[src/rtl/klb_ram.sv]
// ----------------------------------------------------------------------------
// klb_ram
// Generic simple dual-port RAM: one write port, one read port, registered read.
// ----------------------------------------------------------------------------
module klb_ram #(
  parameter int WIDTH = 8,
  parameter int DEPTH = 16
) (
  input  logic                     clk_i,
  input  logic                     we_i,
  input  logic [$clog2(DEPTH)-1:0] waddr_i,
  input  logic [WIDTH-1:0]         wdata_i,
  input  logic                     re_i,
  input  logic [$clog2(DEPTH)-1:0] raddr_i,
  output logic [WIDTH-1:0]         rdata_o
);

  logic [WIDTH-1:0] mem_q [DEPTH];
  logic [WIDTH-1:0] rdata_q;

  always_ff @(posedge clk_i) begin
    if (we_i) begin
      mem_q[waddr_i] <= wdata_i;
    end
    if (re_i) begin
      rdata_q <= mem_q[raddr_i];
    end
  end

  assign rdata_o = rdata_q;

endmodule

[config.mk]
export PLATFORM = sky130hd
export DESIGN_NAME = klb_ram
export DESIGN_NICKNAME = d
export VERILOG_FILES = /design/src/rtl/klb_ram.sv
export SDC_FILE = /design/constraint.sdc
export NUM_CORES = 1
export LEC_CHECK = 0
export ABC_AREA = 1
export BUFFER_PORTS_ARGS = -buffer_cell sky130_fd_sc_hd__buf_2
export CELL_PAD_IN_SITES_DETAIL_PLACEMENT = 1
export CELL_PAD_IN_SITES_GLOBAL_PLACEMENT = 1
export CORE_ASPECT_RATIO = 1.75
export CORE_MARGIN = 8
export CORE_UTILIZATION = 52
export DETAILED_ROUTE_END_ITERATION = 12
export GPL_TIMING_DRIVEN = 0
export MAX_ROUTING_LAYER = met4
export PLACE_DENSITY = 0.83
export SYNTH_ARGS = -nofsm -noshare
export SYNTH_HDL_FRONTEND = slang
export SYNTH_SLANG_ARGS = --single-unit
[constraint.sdc]
create_clock -name clk_i -period 2.3 [get_ports clk_i]
set_input_delay 0.46 -clock clk_i [delete_from_list [all_inputs] [get_ports clk_i]]
set_output_delay 0.46 -clock clk_i [all_outputs]
set_load 0.01 [all_outputs]
== Yosys cells after proc, flatten, opt, wreduce, memory -nomap -nowiden ==
Memories as Yosys holds them, arrays and structs flattened. A register that Yosys moved wholly into a read port is not among the register bits.
Index checks and enable logic that the tools add are counted.

* Multiplexer cells: 2

{| class="wikitable"
|+ Operators by type and width
! cell !! count
|-
| 1-bit 2-to-1 mux || 2
|}

* Register bits: 0
* RAM bits: 128
* Bits of input ports: 19
* Output and inout port bits: 8
* Logic and storage cells: 3
* Memories kept: 1

{| class="wikitable"
|+ Memories
! memory !! words !! width !! read ports !! clocked after Yosys merged registers in !! wr ports !! line !! RTL
|-
| mem_q || 16 || 8 || 1 || 1 || 1 || 18 || <nowiki>logic [WIDTH-1:0] mem_q [DEPTH];</nowiki>
|}

== Depth between registers and ports, before layout ==
* Depth in word-level cells: 2
* Depth in mapped cells: 8
* Gate-level depth less buffers: 7

== Least setup slack after synthesis ==
No wires, ideal clock.

* Path type: input to register
* From: in waddr_i[2]
* To: mem mem_q[10][0] (enable)
* Arrival: 1.041 ns
* Path slack: 0.889 ns
* Cell stages on the path: 2
* Cells stage by stage: nand3b_1 > nor2_1

{| class="wikitable"
|+ RTL lines
! element !! line !! RTL
|-
| start: declaration || 11 || <nowiki>input logic [$clog2(DEPTH)-1:0] waddr_i,</nowiki>
|-
| end: declaration || 18 ||
|}

Straight into the memory's write port.

== Final worst setup path ==
* From: in we_i
* To: mem mem_q[15][0] (enable)

* Longest elaborated chain between the ends: 2

{| class="wikitable"
|+ Ends and longest elaborated chain
! element !! line !! RTL
|-
| start: declaration || 10 || <nowiki>input logic we_i,</nowiki>
|-
| 1-bit 2-to-1 mux || 22 || <nowiki>if (we_i) begin</nowiki>
|-
| 1-bit 2-to-1 mux (implied by the code) || 23 || <nowiki>mem_q[waddr_i] <= wdata_i;</nowiki>
|}

No other way between the ends.

==> results_dict.tcl <==
set metrics [dict create \
    placed_area_um2 6130 \
    holdWs_ps 386 \
    gp_congestion 1.02 \
    rows 51 \
    synth-edff-count 136 \
    setup_ws_ps 762 \
    rrSetupSlack_ps 1050 \
    overflow 0 \
    antenna_left 0 \
    io_buffer_count 23 \
    fin_util_pct 61.5 \
    fillers 1185 \
    yosysMostFrequentCell "nand2_1" \
    synth_top_family_by_area "simple AND/OR/NAND/NOR gates" \
    numCtsBuffers 17 \
    hold_path_class "primary input to flip-flop" \
    synth_cells 551 \
    n_antenna_cell 0 \
    fin_skew_ps 4.90 \
    syn_area_um2 5850 \
    hold_viol_final 0 \
    syn_to_final_growth_pct 16.0 \
    synth_fa_ha_area_share_pct 0 \
    vias 4261 \
    dieArea_um2 15000 \
    synth_fp_nets 570 \
    wl_per_cell_um 24.5 \
    setup_viol 0 \
    synthMuxAreaShare_pct 0 \
    rsz0062_at_grt "false" \
    worstMarginPinSlew_ps 958 \
    post_cts_buffers 0 \
    cts_root_buffer "clkbuf_16" \
    synth-simple-area-share_pct 20.8 \
    fp.dieW_um 96.2 \
    maxSlewViolCount 0 \
    min_period_over_period_pct 66.9 \
    synth_top_area_cell "edfxtp_1" \
    crit_fanout 8 \
    required_ps 2340 \
    ctsResizeCount 0 \
    clk_latency_ps 420 \
    yosysSeqAreaShare_pct 69.8 \
    netlist_top_cells_area "edfxtp_1, nand2_1, nand3_1" \
    critical_path_class "primary input to flip-flop" \
    synth_area_per_cell_um2 10.6 \
    max-vdd-ir-drop_mv 0.892 \
    relSlewSlack_pct 35.9 \
    drc 0 \
    ys_warn_count 0 \
    worstPathArrival_ps 1580 \
    clock_path_buffers 2 \
    synth_compound_area_share_pct 0 \
    max_freq_mhz 650 \
    drive_gt1_share_pct 12.7 \
    dp.cells 706 \
    grt.total_usage_pct 26.5 \
    hold_path_depth 1 \
    first_iter_violations 374 \
    cts_tree "done" \
    min_period_ps 1540 \
    cts_hold_repair.buffers 0 \
    maxCapViolations 0 \
    power.total_mw 6.28 \
    fin_cells 737 \
    synth.distinct_cells 11 \
    synth_ff_type "edfxtp_1" \
    cts.clk_slew.worst_paths_ps 60 \
    viasPerCell 5.78 \
    async_reset_ff_share_pct 0 \
    coreArea_um2 11000 \
    p_leak_nw 2.94 \
    synth_top_cell_area_share_pct 69.8 \
    synthTopCellsByCount "nand2_1, edfxtp_1, inv_1" \
    status "finished, final reports clean" \
    synth-xor-area-share_pct 0 \
    end_kind "flip-flop" \
    synth_seq_cells 136 \
    fin_area_um2 6780 \
    r2r_cells 6 \
    powerDensity_nw_per_um2 925 \
    htreeDepth 4 \
    finalNetCount 612 \
    die_h_um 156 \
    antenna_found_initial 0 \
    fin_setup_tns_ps 0 \
    ios 27 \
    clkSinkCount 136 \
    post-place-ws_ps 349 \
    grt_max_degree 17 \
    initial_core_util_pct 53.0 \
    grt_pass1_wl_um 27100 \
    drt_first_pass_iters 5 \
    grt_pass1_vias 4749 \
    startpoint_type "primary input" \
    hpwlAfterDp_um 11200 \
    totalWireLength_um 18000 \
]
-- sequential cells by signal (all words and copies together) (netlist names) --
register  cells
mem_q       128
rdata_o       8
-- cell usage in the layout (no fill, tap or decap), drive strengths merged --
cell type and instances:
nand3b 2, clkinv 6, clkinvlp 1, buf 47, inv 102, nand3 97, edfxtp 136, nor2 17
nand2 173, bufinv 6, clkbuf 18
-- where the power goes --
part,leakage [nW],total [mW],internal (mW),switching [mW]
Combinational,1.39,0.396,0.104,0.292
Sequential,1.24,2.81,2.79,0.0160
Clock,0.317,3.07,2.02,1.05
-- critical path: stages --
cell	delay (ps)
buf_2	110
nand3_1	210
nor2_1	790
-- cell families after synthesis --
family / Yosys count
flops: 136
buf+inv: 126
simple gates: 289
-- area by class of cell --
type / instances / area, µm² / area share (%)
Timing Repair Buffer: 23 / 115 / 1.70
Buffer: 24 / 166 / 2.45
Inverter: 102 / 383 / 5.64
Sequential cell: 136 / 4080 / 60.2
Clock buffer: 18 / 429 / 6.33
Multi-Input combinational cell: 289 / 1210 / 17.9
Tap cell: 132 / 165 / 2.43
Clock inverter: 13 / 228 / 3.36
-- worst paths after layout --
check                    startpoint                     end
min reg2reg  mem_q[13][5]$_DFFE_PP_    rdata_o[5]$_DFFE_PP_
max                            we_i  mem_q[15][0]$_DFFE_PP_
max reg2reg  mem_q[14][0]$_DFFE_PP_    rdata_o[0]$_DFFE_PP_
min                            re_i    rdata_o[2]$_DFFE_PP_
-- per-layer routing --
| layer | up-vias | wire, µm | global-route usage, % |
|---|---|---|---|
| li1 | 1869 | - | - |
| met4 | 0 | 1320 | 20.9 |
| met5 | - | 0 | - |
| met3 | 74 | 923 | 4.56 |
| met2 | 205 | 9570 | 44.0 |
| met1 | 2113 | 6220 | 26.4 |
Power figures use the tool's default switching activity.
