`src/rtl/klb_pkg.sv`:
```
// ----------------------------------------------------------------------------
// klb_pkg
// Shared types and fixed field widths for the k-th ancestor jump-table block.
// ----------------------------------------------------------------------------
package klb_pkg;

  localparam int NODE_W   = 10;
  localparam int STEPS_W  = 10;
  localparam int STATUS_W = 2;

  typedef enum logic [STATUS_W-1:0] {
    ST_OK      = 2'd0,
    ST_NONE    = 2'd1,
    ST_FULL    = 2'd2,
    ST_UNKNOWN = 2'd3
  } status_e;

  typedef enum logic {
    CMD_ADD   = 1'b0,
    CMD_QUERY = 1'b1
  } cmd_e;

  typedef enum logic [1:0] {
    S_IDLE,
    S_ADD,
    S_QRY,
    S_DONE
  } state_e;

  // finished result handed from the sequencer to the output register
  typedef struct packed {
    logic              valid;
    logic [NODE_W-1:0] node;
    status_e           status;
  } res_t;

endpackage

```
`src/rtl/klb_engine.sv`:
```
// ----------------------------------------------------------------------------
// klb_engine
// Sequencer for add and query items: fills a new node's jump row one level per
// cycle and climbs the table by the set bits of the step count.
// ----------------------------------------------------------------------------
module klb_engine #(
  parameter int MAX_NODES = 1024,
  parameter int LEVELS    = 10,
  localparam int IDX_W  = $clog2(MAX_NODES),
  localparam int LVL_W  = (LEVELS > 1) ? $clog2(LEVELS) : 1,
  localparam int ENT_W  = IDX_W + 1,
  localparam int ADDR_W = IDX_W + LVL_W
) (
  input  logic                    clk_i,
  input  logic                    rst_ni,
  input  logic                    in_valid_i,
  output logic                    in_stall_o,
  input  logic                    cmd_i,
  input  logic [klb_pkg::NODE_W-1:0]  node_i,
  input  logic                    has_parent_i,
  input  logic [klb_pkg::STEPS_W-1:0] steps_i,
  output klb_pkg::res_t           res_o,
  input  logic                    res_ready_i,
  output logic                    mem_we_o,
  output logic [ADDR_W-1:0]       mem_waddr_o,
  output logic [ENT_W-1:0]        mem_wdata_o,
  output logic                    mem_re_o,
  output logic [ADDR_W-1:0]       mem_raddr_o,
  input  logic [ENT_W-1:0]        mem_rdata_i
);
  import klb_pkg::*;

  localparam int CNT_W  = $clog2(MAX_NODES + 1);
  localparam int LCNT_W = $clog2(LEVELS + 1);
  localparam int CMP_W  = (CNT_W > NODE_W) ? CNT_W : NODE_W;

  state_e              state_q, state_d;
  logic [CNT_W-1:0]    count_q, count_d;
  logic [LCNT_W-1:0]   lvl_q, lvl_d;
  logic                rd_pend_q, rd_pend_d;
  logic [IDX_W-1:0]    x_q, x_d;
  logic [STEPS_W-1:0]  steps_q, steps_d;
  logic [NODE_W-1:0]   res_node_q, res_node_d;
  status_e             res_status_q, res_status_d;

  logic             full;
  logic             unknown;
  logic             hi_steps;
  logic [IDX_W-1:0] child;
  logic [IDX_W-1:0] node_idx;
  logic [ENT_W-1:0] entry;
  logic [IDX_W-1:0] x_cur;
  logic             lvl_end;

  assign full     = (count_q == CNT_W'(MAX_NODES));
  assign unknown  = (CMP_W'(node_i) >= CMP_W'(count_q));
  assign hi_steps = ((steps_i >> LEVELS) != '0);
  assign child    = count_q[IDX_W-1:0];
  assign node_idx = IDX_W'(node_i);
  assign lvl_end  = (lvl_q == LCNT_W'(LEVELS));
  // entry read last cycle, or absent when nothing was read
  assign entry    = rd_pend_q ? mem_rdata_i : '0;
  assign x_cur    = rd_pend_q ? mem_rdata_i[IDX_W-1:0] : x_q;

  assign in_stall_o = (state_q != S_IDLE);

  always_comb begin
    state_d      = state_q;
    count_d      = count_q;
    lvl_d        = lvl_q;
    rd_pend_d    = 1'b0;
    x_d          = x_q;
    steps_d      = steps_q;
    res_node_d   = res_node_q;
    res_status_d = res_status_q;
    mem_we_o     = 1'b0;
    mem_waddr_o  = '0;
    mem_wdata_o  = '0;
    mem_re_o     = 1'b0;
    mem_raddr_o  = '0;
    res_o        = '{valid: 1'b0, node: res_node_q, status: res_status_q};

    case (state_q)
      S_IDLE: begin
        if (in_valid_i) begin
          res_node_d = '0;
          if (cmd_e'(cmd_i) == CMD_ADD) begin
            if (full) begin
              res_status_d = ST_FULL;
              state_d      = S_DONE;
            end else if (has_parent_i && unknown) begin
              res_status_d = ST_UNKNOWN;
              state_d      = S_DONE;
            end else begin
              // level 0 is the parent itself
              mem_we_o    = 1'b1;
              mem_waddr_o = {child, LVL_W'(0)};
              mem_wdata_o = has_parent_i ? {1'b1, node_idx} : '0;
              mem_re_o    = has_parent_i;
              mem_raddr_o = {node_idx, LVL_W'(0)};
              rd_pend_d   = has_parent_i;
              lvl_d       = LCNT_W'(1);
              state_d     = S_ADD;
            end
          end else begin
            if (unknown) begin
              res_status_d = ST_UNKNOWN;
              state_d      = S_DONE;
            end else if (hi_steps) begin
              res_status_d = ST_NONE;
              state_d      = S_DONE;
            end else begin
              x_d     = node_idx;
              steps_d = steps_i;
              lvl_d   = '0;
              state_d = S_QRY;
            end
          end
        end
      end

      S_ADD: begin
        if (lvl_end) begin
          count_d      = count_q + CNT_W'(1);
          res_node_d   = NODE_W'(child);
          res_status_d = ST_OK;
          state_d      = S_DONE;
        end else begin
          // ancestor rows lie below the child row, so no read/write overlap
          mem_we_o    = 1'b1;
          mem_waddr_o = {child, lvl_q[LVL_W-1:0]};
          mem_wdata_o = entry;
          mem_re_o    = entry[IDX_W];
          mem_raddr_o = {entry[IDX_W-1:0], lvl_q[LVL_W-1:0]};
          rd_pend_d   = entry[IDX_W];
          lvl_d       = lvl_q + LCNT_W'(1);
        end
      end

      S_QRY: begin
        if (rd_pend_q && !mem_rdata_i[IDX_W]) begin
          res_node_d   = '0;
          res_status_d = ST_NONE;
          state_d      = S_DONE;
        end else if (lvl_end) begin
          res_node_d   = NODE_W'(x_cur);
          res_status_d = ST_OK;
          state_d      = S_DONE;
        end else begin
          mem_re_o    = steps_q[0];
          mem_raddr_o = {x_cur, lvl_q[LVL_W-1:0]};
          rd_pend_d   = steps_q[0];
          x_d         = x_cur;
          steps_d     = steps_q >> 1;
          lvl_d       = lvl_q + LCNT_W'(1);
        end
      end

      S_DONE: begin
        res_o.valid = 1'b1;
        if (res_ready_i) begin
          state_d = S_IDLE;
        end
      end

      default: begin
        state_d = S_IDLE;
      end
    endcase
  end

  always_ff @(posedge clk_i or negedge rst_ni) begin
    if (!rst_ni) begin
      state_q   <= S_IDLE;
      count_q   <= '0;
      lvl_q     <= '0;
      rd_pend_q <= 1'b0;
    end else begin
      state_q   <= state_d;
      count_q   <= count_d;
      lvl_q     <= lvl_d;
      rd_pend_q <= rd_pend_d;
    end
  end

  always_ff @(posedge clk_i) begin
    x_q          <= x_d;
    steps_q      <= steps_d;
    res_node_q   <= res_node_d;
    res_status_q <= res_status_d;
  end

endmodule

```
`config.mk`:
```
export PLATFORM = sky130hd
export DESIGN_NAME = klb_engine
export DESIGN_NICKNAME = d
export VERILOG_FILES = /design/src/rtl/klb_pkg.sv /design/src/rtl/klb_engine.sv
export SDC_FILE = /design/constraint.sdc
export NUM_CORES = 1
export LEC_CHECK = 0
export ABC_AREA = 0
export BUFFER_PORTS_ARGS = -buffer_cell sky130_fd_sc_hd__buf_2
export CAP_MARGIN = 20
export CORE_ASPECT_RATIO = 0.75
export CORE_MARGIN = 1
export CORE_UTILIZATION = 35
export CTS_CLUSTER_DIAMETER = 50
export CTS_CLUSTER_SIZE = 25
export DETAILED_ROUTE_END_ITERATION = 16
export PLACE_DENSITY = 0.55
export REMOVE_ABC_BUFFERS = 1
export SLEW_MARGIN = 20
export SYNTH_ARGS = -nofsm -noshare
export SYNTH_HDL_FRONTEND = slang
export SYNTH_SLANG_ARGS = --single-unit
```
`constraint.sdc`:
```
create_clock -name clk_i -period 3.5 [get_ports clk_i]
set_input_delay 1.05 -clock clk_i [delete_from_list [all_inputs] [get_ports clk_i]]
set_output_delay 1.05 -clock clk_i [all_outputs]
set_load 0.01 [all_outputs]
```
After elaboration in Yosys (flattened, before gate mapping)
Index checks and enable logic that the tools add are counted.
Storage, ports and cells
  input bits: 37
  word-level logic and storage cells: 122
  register bits after elaboration: 50
  output and inout port bits: 55
Cells by class
  eq/ne operators: 18
  reduce and logical (&&, ||, !) cells: 13
  add/sub/neg operators: 2
  magnitude comparators: 1
  multiplexer cells: 80
Operator list (count)
  $mux 14: 12
  $mux 10: 15
  $mux 11: 7
  $pmux 14 s3: 1
  $pmux 10 s2: 2
  $pmux 10 s3: 1
  $mux 2: 14
  $mux 4: 7
  $pmux 14 s2: 1
  $pmux 11 s2: 1
  $ne 3x3->1 const B: 5
  $mux 1: 14
  $ne 2x2->1 const B: 7
  $pmux 4 s3: 1
  $reduce_and 6->1: 2
  $add 11x1->11 const B: 1
  $eq 11x11->1 const B: 1
  $ge 10x11->1: 1
  $pmux 2 s4: 1
  $reduce_and 4->1: 2
  $pmux 2 s3: 1
  $add 4x1->4 const B: 1
  $eq 2x2->1 const B: 2
  $eq 4x4->1 const B: 1
  10 further kinds: 13

Longest topological paths before layout
Gate-level depths: netlist (run 1).
  depth after elaboration: 7
  mapped depth: 9
  mapped depth without buffers: 7

Worst setup path after synthesis (run 1)
OpenSTA, ideal clock, no wires.
  path kind: input -> register
  start: in node_i[6] in the netlist's numbering
  end: reg steps_q[0], enable pin
  path buffers: 0
  required time: 3.072 ns
  library setup time: 0.428 ns
  slack: -0.555 ns
  cell stages on the path: 6
  arrival: 3.626 ns
  cells stage by stage: ha_1 a21oi_1 o21ai_0 o21bai_1 a41oi_1 a211oi_1
Between the ends
  word-level cells in the longest chain between the ends: 3
Ends and longest elaborated chain
  start, declared: line klb_engine.sv:19  | input logic [klb_pkg::NODE_W-1:0] node_i,
  $ge 10x11->1: line klb_engine.sv:56  | assign unknown = (CMP_W'(node_i) >= CMP_W'(count_q));
  $ne 2x2->1 (no source line)
  $reduce_and 6->1 (no source line)
  end signal, assigned: line klb_engine.sv:188  | steps_q <= steps_d;
  end, declared: line klb_engine.sv:42  | logic [STEPS_W-1:0] steps_q, steps_d;
No other way between the ends.
A chain may end at the register's enable or synchronous reset.

Worst setup path in the final report (run 1)
  start: in node_i[5] in the netlist's numbering
  end: out mem_raddr_o[5]
Between the ends
  word-level cells in the longest chain between the ends: 7
Ends and longest elaborated chain
  $ge 10x11->1: line klb_engine.sv:56
  $logic_and 1x1->1: line klb_engine.sv:91  | end else if (has_parent_i && unknown) begin
  $mux 14: line klb_engine.sv:91
  $mux 14: line klb_engine.sv:88  | if (full) begin
  $mux 14: line klb_engine.sv:87  | if (cmd_e'(cmd_i) == CMD_ADD) begin
  $mux 14: line klb_engine.sv:85  | if (in_valid_i) begin
  $pmux 14 s3: line klb_engine.sv:83  | case (state_q)
  end, declared: line klb_engine.sv:28  | output logic [ADDR_W-1:0] mem_raddr_o,
No other way between the ends.

==> results of run 1 <==
==> routing by layer <==
| layer | GRT usage [%] | up-vias |
|---|---|---|
| met4 | 4.14 | 0 |
| li1 | - | 1642 |
| met3 | 4.02 | 7 |
| met5 | 0 | - |
| met2 | 33.8 | 138 |
| met1 | 33.3 | 1676 |
==> worst register-to-register path: cells and delay by family (launching register included) <==
family / cells / cell delay [ns]
compound gates: 4 / 0.67
fa+ha+maj: 1 / 0.26
buf+inv: 5 / 0.84
flops: 1 / 0.43
simple gates: 1 / 0.21
==> power groups by stage <==
| stage | logic [mW] | clock network (mW) | registers, mW |
|---|---|---|---|
| 2_1_floorplan | 1.22 | 0 | 1.18 |
| 3_3_place_gp | 2.17 | 0 | 1.12 |
| 3_5_place_dp | 2.19 | 0 | 1.12 |
| 4_1_cts | 2.27 | 0.569 | 1.11 |
| 5_1_grt | 2.57 | 0.592 | 1.14 |
| 6_report | 2.37 | 0.559 | 1.12 |
==> registers in the layout (all words and copies together) (netlist names) <==
signal,cells
count_q,11
lvl_q,4
rd_pend_q,1
res_node_q,10
res_status_q,2
state_q,2
steps_q,10
x_q,10
==> layout by cell type, fill, tap and decap left out, types with 6 or more instances in the layout <==
cell type,netlist,routed
a22o_1,9,9
nor2_1,13,12
nor3_2,0,8
nand3b_1,13,13
edfxtp_1,32,32
buf_4,2,49
o22ai_1,11,7
and3_1,9,8
nand2_1,34,33
a22oi_1,6,6
xnor2_1,10,10
buf_2,4,79
inv_1,24,23
nand4_1,6,6
a21oi_1,18,14
dfrtp_1,18,18
mux2_2,15,15
nand3_1,9,8
ha_1,19,9
o21ai_0,14,12
o22a_1,7,7
nor2b_1,16,15
buf_6,0,14
ha_4,0,10
==> kinds of logic (layout without fill, tap and decap cells) <==
logic type	Yosys count	in the layout
multiplexers	18	18
adder cells (fa/ha/maj)	19	19
AO/OA/AOI/OAI	95	95
buffers and inverters	50	178
AND/OR/NAND/NOR	135	135
flip-flops	50	50
XOR/XNOR	10	10
==> worst min path at each step <==
| stage | from | endpoint | slack (ns) | cells past startpoint |
|---|---|---|---|---|
| 2_1_floorplan | count_q[10]$_DFFE_PN0P_ | count_q[10]$_DFFE_PN0P_ | 0.48 | 1 |
| 3_3_place_gp | steps_q[8]$_DFFE_PP_ | steps_q[7]$_DFFE_PP_ | 0.53 | 1 |
| 3_5_place_dp | count_q[10]$_DFFE_PN0P_ | count_q[10]$_DFFE_PN0P_ | 0.54 | 1 |
| 4_1_cts | count_q[10]$_DFFE_PN0P_ | count_q[10]$_DFFE_PN0P_ | 0.54 | 1 |
| 5_1_grt | steps_q[5]$_DFFE_PP_ | steps_q[4]$_DFFE_PP_ | 0.57 | 1 |
| 6_report | steps_q[4]$_DFFE_PP_ | steps_q[3]$_DFFE_PP_ | 0.55 | 1 |
==> final cells by class <==
| type | count | area (um^2) | share of cell area [%] |
|---|---|---|---|
| flip-flops and latches | 50 | 1410 | 27.6 |
| clock buffers | 7 | 133 | 2.59 |
| multi-input cells | 277 | 2290 | 44.8 |
| clock inverters | 1 | 30.0 | 0.588 |
| repair buffers | 146 | 991 | 19.4 |
| well taps | 132 | 165 | 3.23 |
| inverters | 24 | 92.6 | 1.81 |
==> timing repair <==
| action | CTS | global route |
|---|---|---|
| buffers inserted | 1 | 3 |
| pin swaps | 13 | 11 |
| hold buffers | 0 | 0 |
| cloned | 0 | 0 |
| hold endpoints to repair | 0 | 0 |
| gates resized for setup | 43 | 37 |
| endpoints found under the setup margin | 33 | 33 |
==> results.py, run 1 <==
metrics = {
    "yosys": {
        "synth_fa_ha_area_share_pct": 6.65,
        "synth-simple-area-share_pct": 21.7,
        "syn_inst": 377,
        "synth_seq_cells": 50,
        "synthTopCellsByArea": "edfxtp_1 27%, dfrtp_1 13%, ha_1 6.7%, mux2_2 4.7%, nand2_1 3.6%",
        "synth.distinct_cells": 55,
        "syn-cell-area_um2": 3570,
        "async_flop_share_pct": 36.0,
        "post-synth-top-count-cell": "nand2_1",
        "synth.largest_area_cell": "edfxtp_1",
        "ys.flop_type": "edfxtp_1",
        "synth_top_area_share_pct": 26.9,
        "ys_seq_area_share_pct": 39.5,
        "synth_common_cells": "34 x nand2_1, 32 x edfxtp_1, 24 x inv_1, 19 x clkbuf_1, 19 x ha_1",
        "synth_mux_area_share_pct": 5.71,
        "synth_xor_xnor_area_share_pct": 2.45,
        "synth_edf_count": 32,
        "synth_top_family_by_area": "simple AND/OR/NAND/NOR gates",
        "yosysWarnings": 0,
        "synth_compound_area_share_pct": 18.4,
        "synth_area_per_cell_um2": 9.48,
    },
    "drt": {
        "wl_um": 11800,
        "wl_per_cell_um": 18.5,
        "postRouteAntennaNets": 0,
        "viasPerCell": 5.44,
        "route.met2.wl_um": 5020,
        "highest_layer": "met4",
        "drt-initial-drc-count": 264,
        "wl_met3_um": 885,
        "wl_met1_um": 5790,
        "drc_errors": 0,
        "vias": 3463,
        "dr.pass1.iters": 4,
    },
    "setup_path": {
        "cp.required_ns": 2.45,
        "arrival_ns": 2.68,
        "critical_path_class": "input pin to output pin",
        "rr_worst_depth": 11,
        "start_kind": "input pin",
        "crit_slowest_cell": "or3_4",
        "crit_start": "node_i[5]",
        "cp-end-kind": "output pin",
        "ff2ff_setup_slack_ns": 0.80,
        "r2r_end": "x_q[7]$_DFFE_PP_",
        "path_depth": 9,
        "cp_max_fo": 4,
        "slowest_delay_ns": 0.39,
        "path_cells": "buf_8, ha_4, nand4_1, or3_4, nor2b_4, a21boi_4, buf_6, o22ai_2, buf_2",
        "r2r-start": "count_q[9]$_DFFE_PN0P_",
        "cpLargestDelayFamily": "simple AND/OR/NAND/NOR gates",
        "path_buf_inv": 3,
        "endpoint": "mem_raddr_o[5]",
    },
    "run": {
        "cap_violations": 0,
    },
    "timing": {
        "finalSetupTns_ns": -5.99,
        "timing_worst_slew_pin_value_ns": 1.12,
        "rsz0062_at_grt": "yes",
        "fin_crit_sh_pct": 106,
        "fin_crit_ns": 3.73,
        "skew_ns": 0.00621,
        "whs_ns": 0.550,
        "clock.fmax_mhz": 268,
        "hold_viol": 0,
        "slew_headroom_pct": 25.5,
        "setup_viol": 33,
        "maxSlewViolCount": 0,
        "setup_ws_ns": -0.225,
    },
    "clocking": {
        "cts_sinks": 50,
        "root_buffer": "clkbuf_16",
        "clockBufferDepth": 2,
        "htree_num_levels": 2,
        "numCtsBuffers": 5,
        "cts_tree": "done",
        "clock_latency_ns": 0.29,
        "clkTransAtPathRegs_ns": 0.07,
    },
    "placement": {
        "placed_cell_area_um2": 4500,
        "portBuffers": 91,
        "pre_cts_slack_ns": -0.462,
        "dp_hpwl_um": 8730,
        "place.gp.congestion": 0.856,
        "place_inst": 625,
    },
    "floorplanning": {
        "coreArea_um2": 9770,
        "die_w_um": 119,
        "io_pins": 92,
        "start_util_pct": 36.6,
        "die_area_um2": 10600,
        "num_rows": 31,
        "die_h_um": 89.5,
    },
    "pwr": {
        "p_leak_nw": 2.15,
        "power_density_nw_per_um2": 791,
        "peakVddDrop_mv": 0.288,
        "internal_power_mw": 2.35,
        "power_frac_clock_pct": 13.8,
        "comb_power_share_pct": 58.6,
        "switching_share_pct": 42.0,
        "p_sw_mw": 1.70,
        "finalPower_mw": 4.04,
        "seqPwrFrac_pct": 27.6,
    },
    "grt": {
        "grt_pass1_wl_um": 17700,
        "grt-ovfl-total": 0,
        "grt_antenna_before_repair": 0,
        "grt_start_max_net_pins": 36,
        "grt_pass1_vias": 3209,
        "track_usage_pct": 22.3,
    },
    "final_layout": {
        "synthToLayoutAreaGrowth_pct": 43.0,
        "final_core_util_pct": 52.3,
        "fill_cells": 965,
        "final_layout_size_suffix_gt1_share_pct": 42.8,
        "fin_area_um2": 5110,
        "antenna_cells": 0,
        "fin_cells": 637,
        "finalNetCount": 560,
    },
    "worst_hold_path": {
        "hold_path.class": "flip-flop to flip-flop",
    },
    "status": {
        "status": "finished, violations left",
        "violations": "negative setup slack",
    },
}
(Power assumes the default switching activity.)
==> inputs of run 2 (changes only) <==
Settings changed: ABC_AREA 0 to 1, SKIP_CTS_REPAIR_TIMING set to 1.
==> results.py, run 2 <==
metrics = {
    "drt": {
        "wl_per_cell_um": 16.5,
        "wl_um": 11600,
        "viasPerCell": 4.95,
        "drt-initial-drc-count": 274,
        "dr.pass1.iters": 5,
        "vias": 3484,
        "postRouteAntennaNets": 0,
        "drc_errors": 0,
    },
    "yosys": {
        "synth_common_cells": "122 x nand2_1, 51 x inv_1, 36 x nor2_1, 34 x a21oi_1, 32 x edfxtp_1",
        "ys.flop_type": "edfxtp_1",
        "synth_edf_count": 32,
        "ys_seq_area_share_pct": 39.5,
        "synth_top_area_share_pct": 26.9,
        "synth.distinct_cells": 36,
        "async_flop_share_pct": 36.0,
        "synth_xor_xnor_area_share_pct": 2.69,
        "synth_compound_area_share_pct": 12.6,
        "synth_area_per_cell_um2": 7.86,
        "synthTopCellsByArea": "edfxtp_1 27%, nand2_1 13%, dfrtp_1 13%, ha_1 6.6%, inv_1 5.4%",
        "syn_inst": 455,
        "synth_fa_ha_area_share_pct": 6.65,
        "synth.largest_area_cell": "edfxtp_1",
        "synth_seq_cells": 50,
        "yosysWarnings": 0,
        "synth_top_family_by_area": "simple AND/OR/NAND/NOR gates",
        "synth-simple-area-share_pct": 29.6,
        "syn-cell-area_um2": 3580,
        "post-synth-top-count-cell": "nand2_1",
        "synth_mux_area_share_pct": 0,
    },
    "final_layout": {
        "regMostFlops": "count_q",
        "antenna_cells": 0,
        "synthToLayoutAreaGrowth_pct": 35.2,
        "largest_register_ffs": 11,
        "fin_area_um2": 4840,
        "layout_commonest_cell": "nand2_1",
        "most-common-layout-cells": "114 x nand2_1, 85 x buf_2, 48 x inv_1",
        "fin_cells": 704,
        "final_layout_size_suffix_gt1_share_pct": 37.8,
        "finalNetCount": 627,
    },
    "status": {
        "status": "finished, violations left",
        "violations": "negative setup slack",
    },
    "floorplanning": {
        "die_h_um": 89.6,
        "coreArea_um2": 9770,
        "io_pins": 92,
        "die_w_um": 119,
        "start_util_pct": 36.6,
        "num_rows": 31,
        "die_area_um2": 10600,
    },
    "placement": {
        "place_inst": 691,
        "dp_hpwl_um": 8620,
        "place.gp.congestion": 0.890,
        "portBuffers": 91,
        "placed_cell_area_um2": 4330,
    },
    "clocking": {
        "htree_num_levels": 2,
        "clock_latency_ns": 0.30,
        "numCtsBuffers": 5,
        "cts_tree": "done",
        "clkTransAtPathRegs_ns": 0.08,
        "root_buffer": "clkbuf_16",
        "cts_sinks": 50,
        "clockBufferDepth": 2,
    },
    "timing": {
        "fin_crit_sh_pct": 106,
        "hold_viol": 0,
        "slew_headroom_pct": 56.2,
        "setup_ws_ns": -0.194,
        "setup_viol": 32,
        "timing_worst_slew_pin_value_ns": 0.657,
        "skew_ns": 0.00718,
        "whs_ns": 0.522,
        "rsz0062_at_grt": "yes",
        "maxSlewViolCount": 0,
        "clock.fmax_mhz": 271,
        "fin_crit_ns": 3.69,
    },
    "setup_path": {
        "cpMostUsedCell": "nand2_1",
        "r2r-start": "count_q[2]$_DFFE_PN0P_",
        "cp-end-kind": "output pin",
        "ff2ff_setup_slack_ns": 1.06,
        "arrival_ns": 2.64,
        "path_cells": "buf_4, ha_4, a21oi_1, nand2_1, nand2_1, nand2_1, inv_2, nand2_4, nand2_8, buf_4, nand4_1, a21oi_1, buf_2",
        "slowest_delay_ns": 0.22,
        "cp_max_fo": 6,
        "rr_worst_depth": 15,
        "start_kind": "input pin",
        "critical_path_class": "input pin to output pin",
        "r2r_end": "res_status_q[1]$_DFFE_PP_",
        "cp.required_ns": 2.45,
        "crit_slowest_cell": "ha_4",
    },
    "grt": {
        "track_usage_pct": 22.1,
        "grt_antenna_before_repair": 0,
        "grt_start_max_net_pins": 25,
        "grt_pass1_wl_um": 17800,
        "grt_pass1_vias": 3232,
        "grt-ovfl-total": 0,
    },
    "run": {
        "cap_violations": 0,
    },
    "worst_hold_path": {
        "hold_path.class": "flip-flop to flip-flop",
        "min_to": "steps_q[2]$_DFFE_PP_",
        "hold_depth": 2,
        "min_from": "steps_q[3]$_DFFE_PP_",
    },
    "pwr": {
        "peakVddDrop_mv": 0.337,
        "p_leak_nw": 2.25,
        "power_density_nw_per_um2": 743,
    },
}
-- run 2: worst max path at each step --
stage,from,endpoint,slack (ns)
6_report,node_i[6],mem_raddr_o[7],-0.19
5_1_grt,node_i[9],mem_raddr_o[13],-0.23
4_1_cts,node_i[9],mem_waddr_o[12],-0.24
3_5_place_dp,node_i[9],mem_waddr_o[12],-0.21
3_3_place_gp,node_i[2],mem_re_o,-0.20
2_1_floorplan,node_i[9],mem_waddr_o[10],0.09
-- run 2: per-layer routing --
layer	vias to the layer above	wire length, um	global-route usage, %
met5	-	0	0
met4	0	136	5.41
met3	16	971	5.04
met2	156	4900	33.0
met1	1585	5590	32.2
li1	1727	-	-
-- run 2: metrics by stage --
step	power (mW)	util, %	TNS, ns	worst slack (ns)
final	3.60	49.5	-3.44	-0.194
after global routing	3.85	49.5	-5.03	-0.235
after CTS	3.50	46.1	-6.84	-0.245
after detailed placement	2.92	44.3	-5.74	-0.213
after global placement	2.89	44.3	-4.43	-0.198
after floorplan	2.21	-	0	0.0947
-- run 2: area by class of cell --
type | instances | area (um^2)
well taps | 132 | 165
repair buffers | 125 | 763
clock inverters | 3 | 48.8
inverters | 58 | 228
flip-flops and latches | 50 | 1410
clock buffers | 5 | 125
fillers | 977 | 4940
multi-input cells | 330 | 2090
repair inverters | 1 | 8.76
-- run 2: cells by family (layout without fill, tap and decap cells) --
group,count (synthesis),count (layout)
AOI/OAI and AO/OA,70,70
adders and majority gates,19,19
DFF,50,50
xor gates and xnor gates,11,11
buffers and inverters,75,192
and+or+nand+nor,230,230
-- run 2: worst max-delay path, delay by kind of cell --
family	cells	cell delay, ns
buf+inv	4	0.47
fa+ha+maj	1	0.22
compound gates	2	0.40
simple gates	6	0.49
-- run 2: power by group --
part	internal, mW	switching (mW)
logic	0.646	1.28
clock network	0.343	0.248
registers	0.978	0.102
total	1.97	1.63
==> inputs of run 3 (changes only) <==
Settings changed: CORE_MARGIN 1 to 3.
==> results.py, run 3 (synthesis results as in run 2) <==
metrics = {
    "status": {
        "status": "finished, violations left",
        "violations": "negative setup slack",
    },
    "pwr": {
        "finalPower_mw": 3.53,
        "comb_power_share_pct": 54.1,
        "p_sw_mw": 1.62,
        "p_leak_nw": 2.22,
        "switching_share_pct": 45.8,
        "peakVddDrop_mv": 0.374,
        "seqPwrFrac_pct": 30.2,
        "internal_power_mw": 1.92,
        "power_frac_clock_pct": 15.7,
        "power_density_nw_per_um2": 737,
    },
    "timing": {
        "fin_crit_sh_pct": 103,
        "timing_worst_slew_pin_value_ns": 0.624,
        "skew_ns": 0.00857,
        "slew_headroom_pct": 58.4,
        "fin_crit_ns": 3.61,
        "maxSlewViolCount": 0,
        "clock.fmax_mhz": 277,
        "setup_viol": 31,
        "rsz0062_at_grt": "yes",
        "hold_viol": 0,
        "whs_ns": 0.525,
        "finalSetupTns_ns": -1.99,
        "setup_ws_ns": -0.107,
    },
    "clocking": {
        "htree_num_levels": 2,
        "root_buffer": "clkbuf_16",
        "clock_latency_ns": 0.30,
        "cts_sinks": 50,
        "clockBufferDepth": 2,
        "numCtsBuffers": 5,
        "cts_tree": "done",
        "clkTransAtPathRegs_ns": 0.07,
    },
    "grt": {
        "grt_pass1_vias": 3288,
        "grt_pass1_wl_um": 17100,
        "grt_antenna_before_repair": 0,
        "track_usage_pct": 19.2,
        "grt-ovfl-total": 0,
        "grt_start_max_net_pins": 43,
    },
    "final_layout": {
        "most-common-layout-cells": "117 x nand2_1, 84 x buf_2, 49 x inv_1",
        "layout_commonest_cell": "nand2_1",
        "fill_cells": 950,
        "finalNetCount": 622,
        "largest_register_ffs": 11,
        "final_layout_size_suffix_gt1_share_pct": 35.4,
        "regMostFlops": "count_q",
        "antenna_cells": 0,
        "synthToLayoutAreaGrowth_pct": 34.0,
    },
    "worst_hold_path": {
        "hold_path.class": "flip-flop to flip-flop",
    },
    "drt": {
        "viasPerCell": 4.99,
        "vias": 3486,
        "dr.pass1.iters": 5,
        "wl_um": 11100,
        "postRouteAntennaNets": 0,
        "drt-initial-drc-count": 310,
        "wl_per_cell_um": 15.9,
        "drc_errors": 0,
    },
    "setup_path": {
        "arrival_ns": 2.56,
        "cp.required_ns": 2.45,
        "cp-end-kind": "output pin",
        "critical_path_class": "input pin to output pin",
        "ff2ff_setup_slack_ns": 1.12,
        "cp_max_fo": 8,
        "start_kind": "input pin",
    },
    "run": {
        "cap_violations": 0,
    },
    "placement": {
        "portBuffers": 91,
        "dp_hpwl_um": 8220,
        "place.gp.congestion": 0.887,
    },
    "floorplanning": {
        "die_w_um": 123,
        "die_area_um2": 11500,
        "io_pins": 92,
        "start_util_pct": 36.5,
        "coreArea_um2": 9810,
        "die_h_um": 93.6,
        "num_rows": 31,
    },
}
-- run 3: cell types whose count changed in the layout (fill, tap and decap cells not counted), moves of 2 or more --
cell | previous run | this run
buf_4 | 31 | 26
nor2_2 | 15 | 11
nand2_1 | 114 | 117
a21oi_1 | 29 | 31
a21oi_2 | 5 | 3
nand2_2 | 11 | 9
nand2_4 | 5 | 3
nor2_1 | 31 | 33
nor2_4 | 6 | 8
-- run 3: layout make-up --
class / instances / area, um^2 / area share (%)
clock buffer: 6 / 150 / 3.13
tap: 132 / 165 / 3.44
timing repair buffer: 120 / 741 / 15.4
multi-input combinational: 330 / 2070 / 43.2
timing repair inverter: 1 / 6.26 / 0.130
clock inverter: 2 / 18.8 / 0.391
sequential: 50 / 1410 / 29.4
inverter: 58 / 233 / 4.85
-- run 3: path summary, 6_finish.rpt --
kind | start | end | cells after the start
min in group asynchronous | rst_ni | count_q[10]$_DFFE_PN0P_ | 1
min | steps_q[5]$_DFFE_PP_ | steps_q[4]$_DFFE_PP_ | 2
max in group asynchronous | rst_ni | count_q[2]$_DFFE_PN0P_ | 1
max | node_i[5] | mem_waddr_o[4] | 16
max reg2reg | count_q[2]$_DFFE_PN0P_ | res_status_q[1]$_DFFE_PP_ | 15
min reg2reg | steps_q[5]$_DFFE_PP_ | steps_q[4]$_DFFE_PP_ | 2
-- run 3: per-layer routing --
layer	wire length, um	up-vias	global-route usage [%]
li1	-	1721	-
met1	5320	1614	28.1
met2	4900	138	28.5
met3	762	13	3.63
met4	150	0	5.87
met5	0	-	0
-- run 3: through the flow --
step,worst slack (ns),util [%],area (um^2),std cells
2_1_floorplan,0.0947,-,3480,438
3_3_place_gp,-0.199,43.9,4300,686
3_5_place_dp,-0.253,43.9,4300,686
4_1_cts,-0.257,45.6,4470,694
5_1_grt,-0.218,48.9,4790,699
6_report,-0.107,48.9,4790,699
-- run 3: power groups by stage --
| stage | Clock (mW) | Sequential [mW] | Combinational [mW] |
|---|---|---|---|
| 2_1_floorplan | 0 | 1.11 | 1.10 |
| 3_3_place_gp | 0 | 1.07 | 1.81 |
| 3_5_place_dp | 0 | 1.08 | 1.82 |
| 4_1_cts | 0.567 | 1.07 | 1.83 |
| 5_1_grt | 0.584 | 1.09 | 2.13 |
| 6_report | 0.556 | 1.07 | 1.91 |
-- run 3: worst max-delay path, stage by stage --
cell and delay (ns):
buf_2 0.14, ha_4 0.25, nand2_4 0.08, inv_1 0.04, nand2_1 0.05, nand2_1 0.05, nand2_1 0.05, nand2_1 0.05
inv_2 0.06, nand2_4 0.08, nand2_8 0.11, nand3_4 0.09, nand2_8 0.13, clkinv_8 0.09, nor2_4 0.13, buf_6 0.11
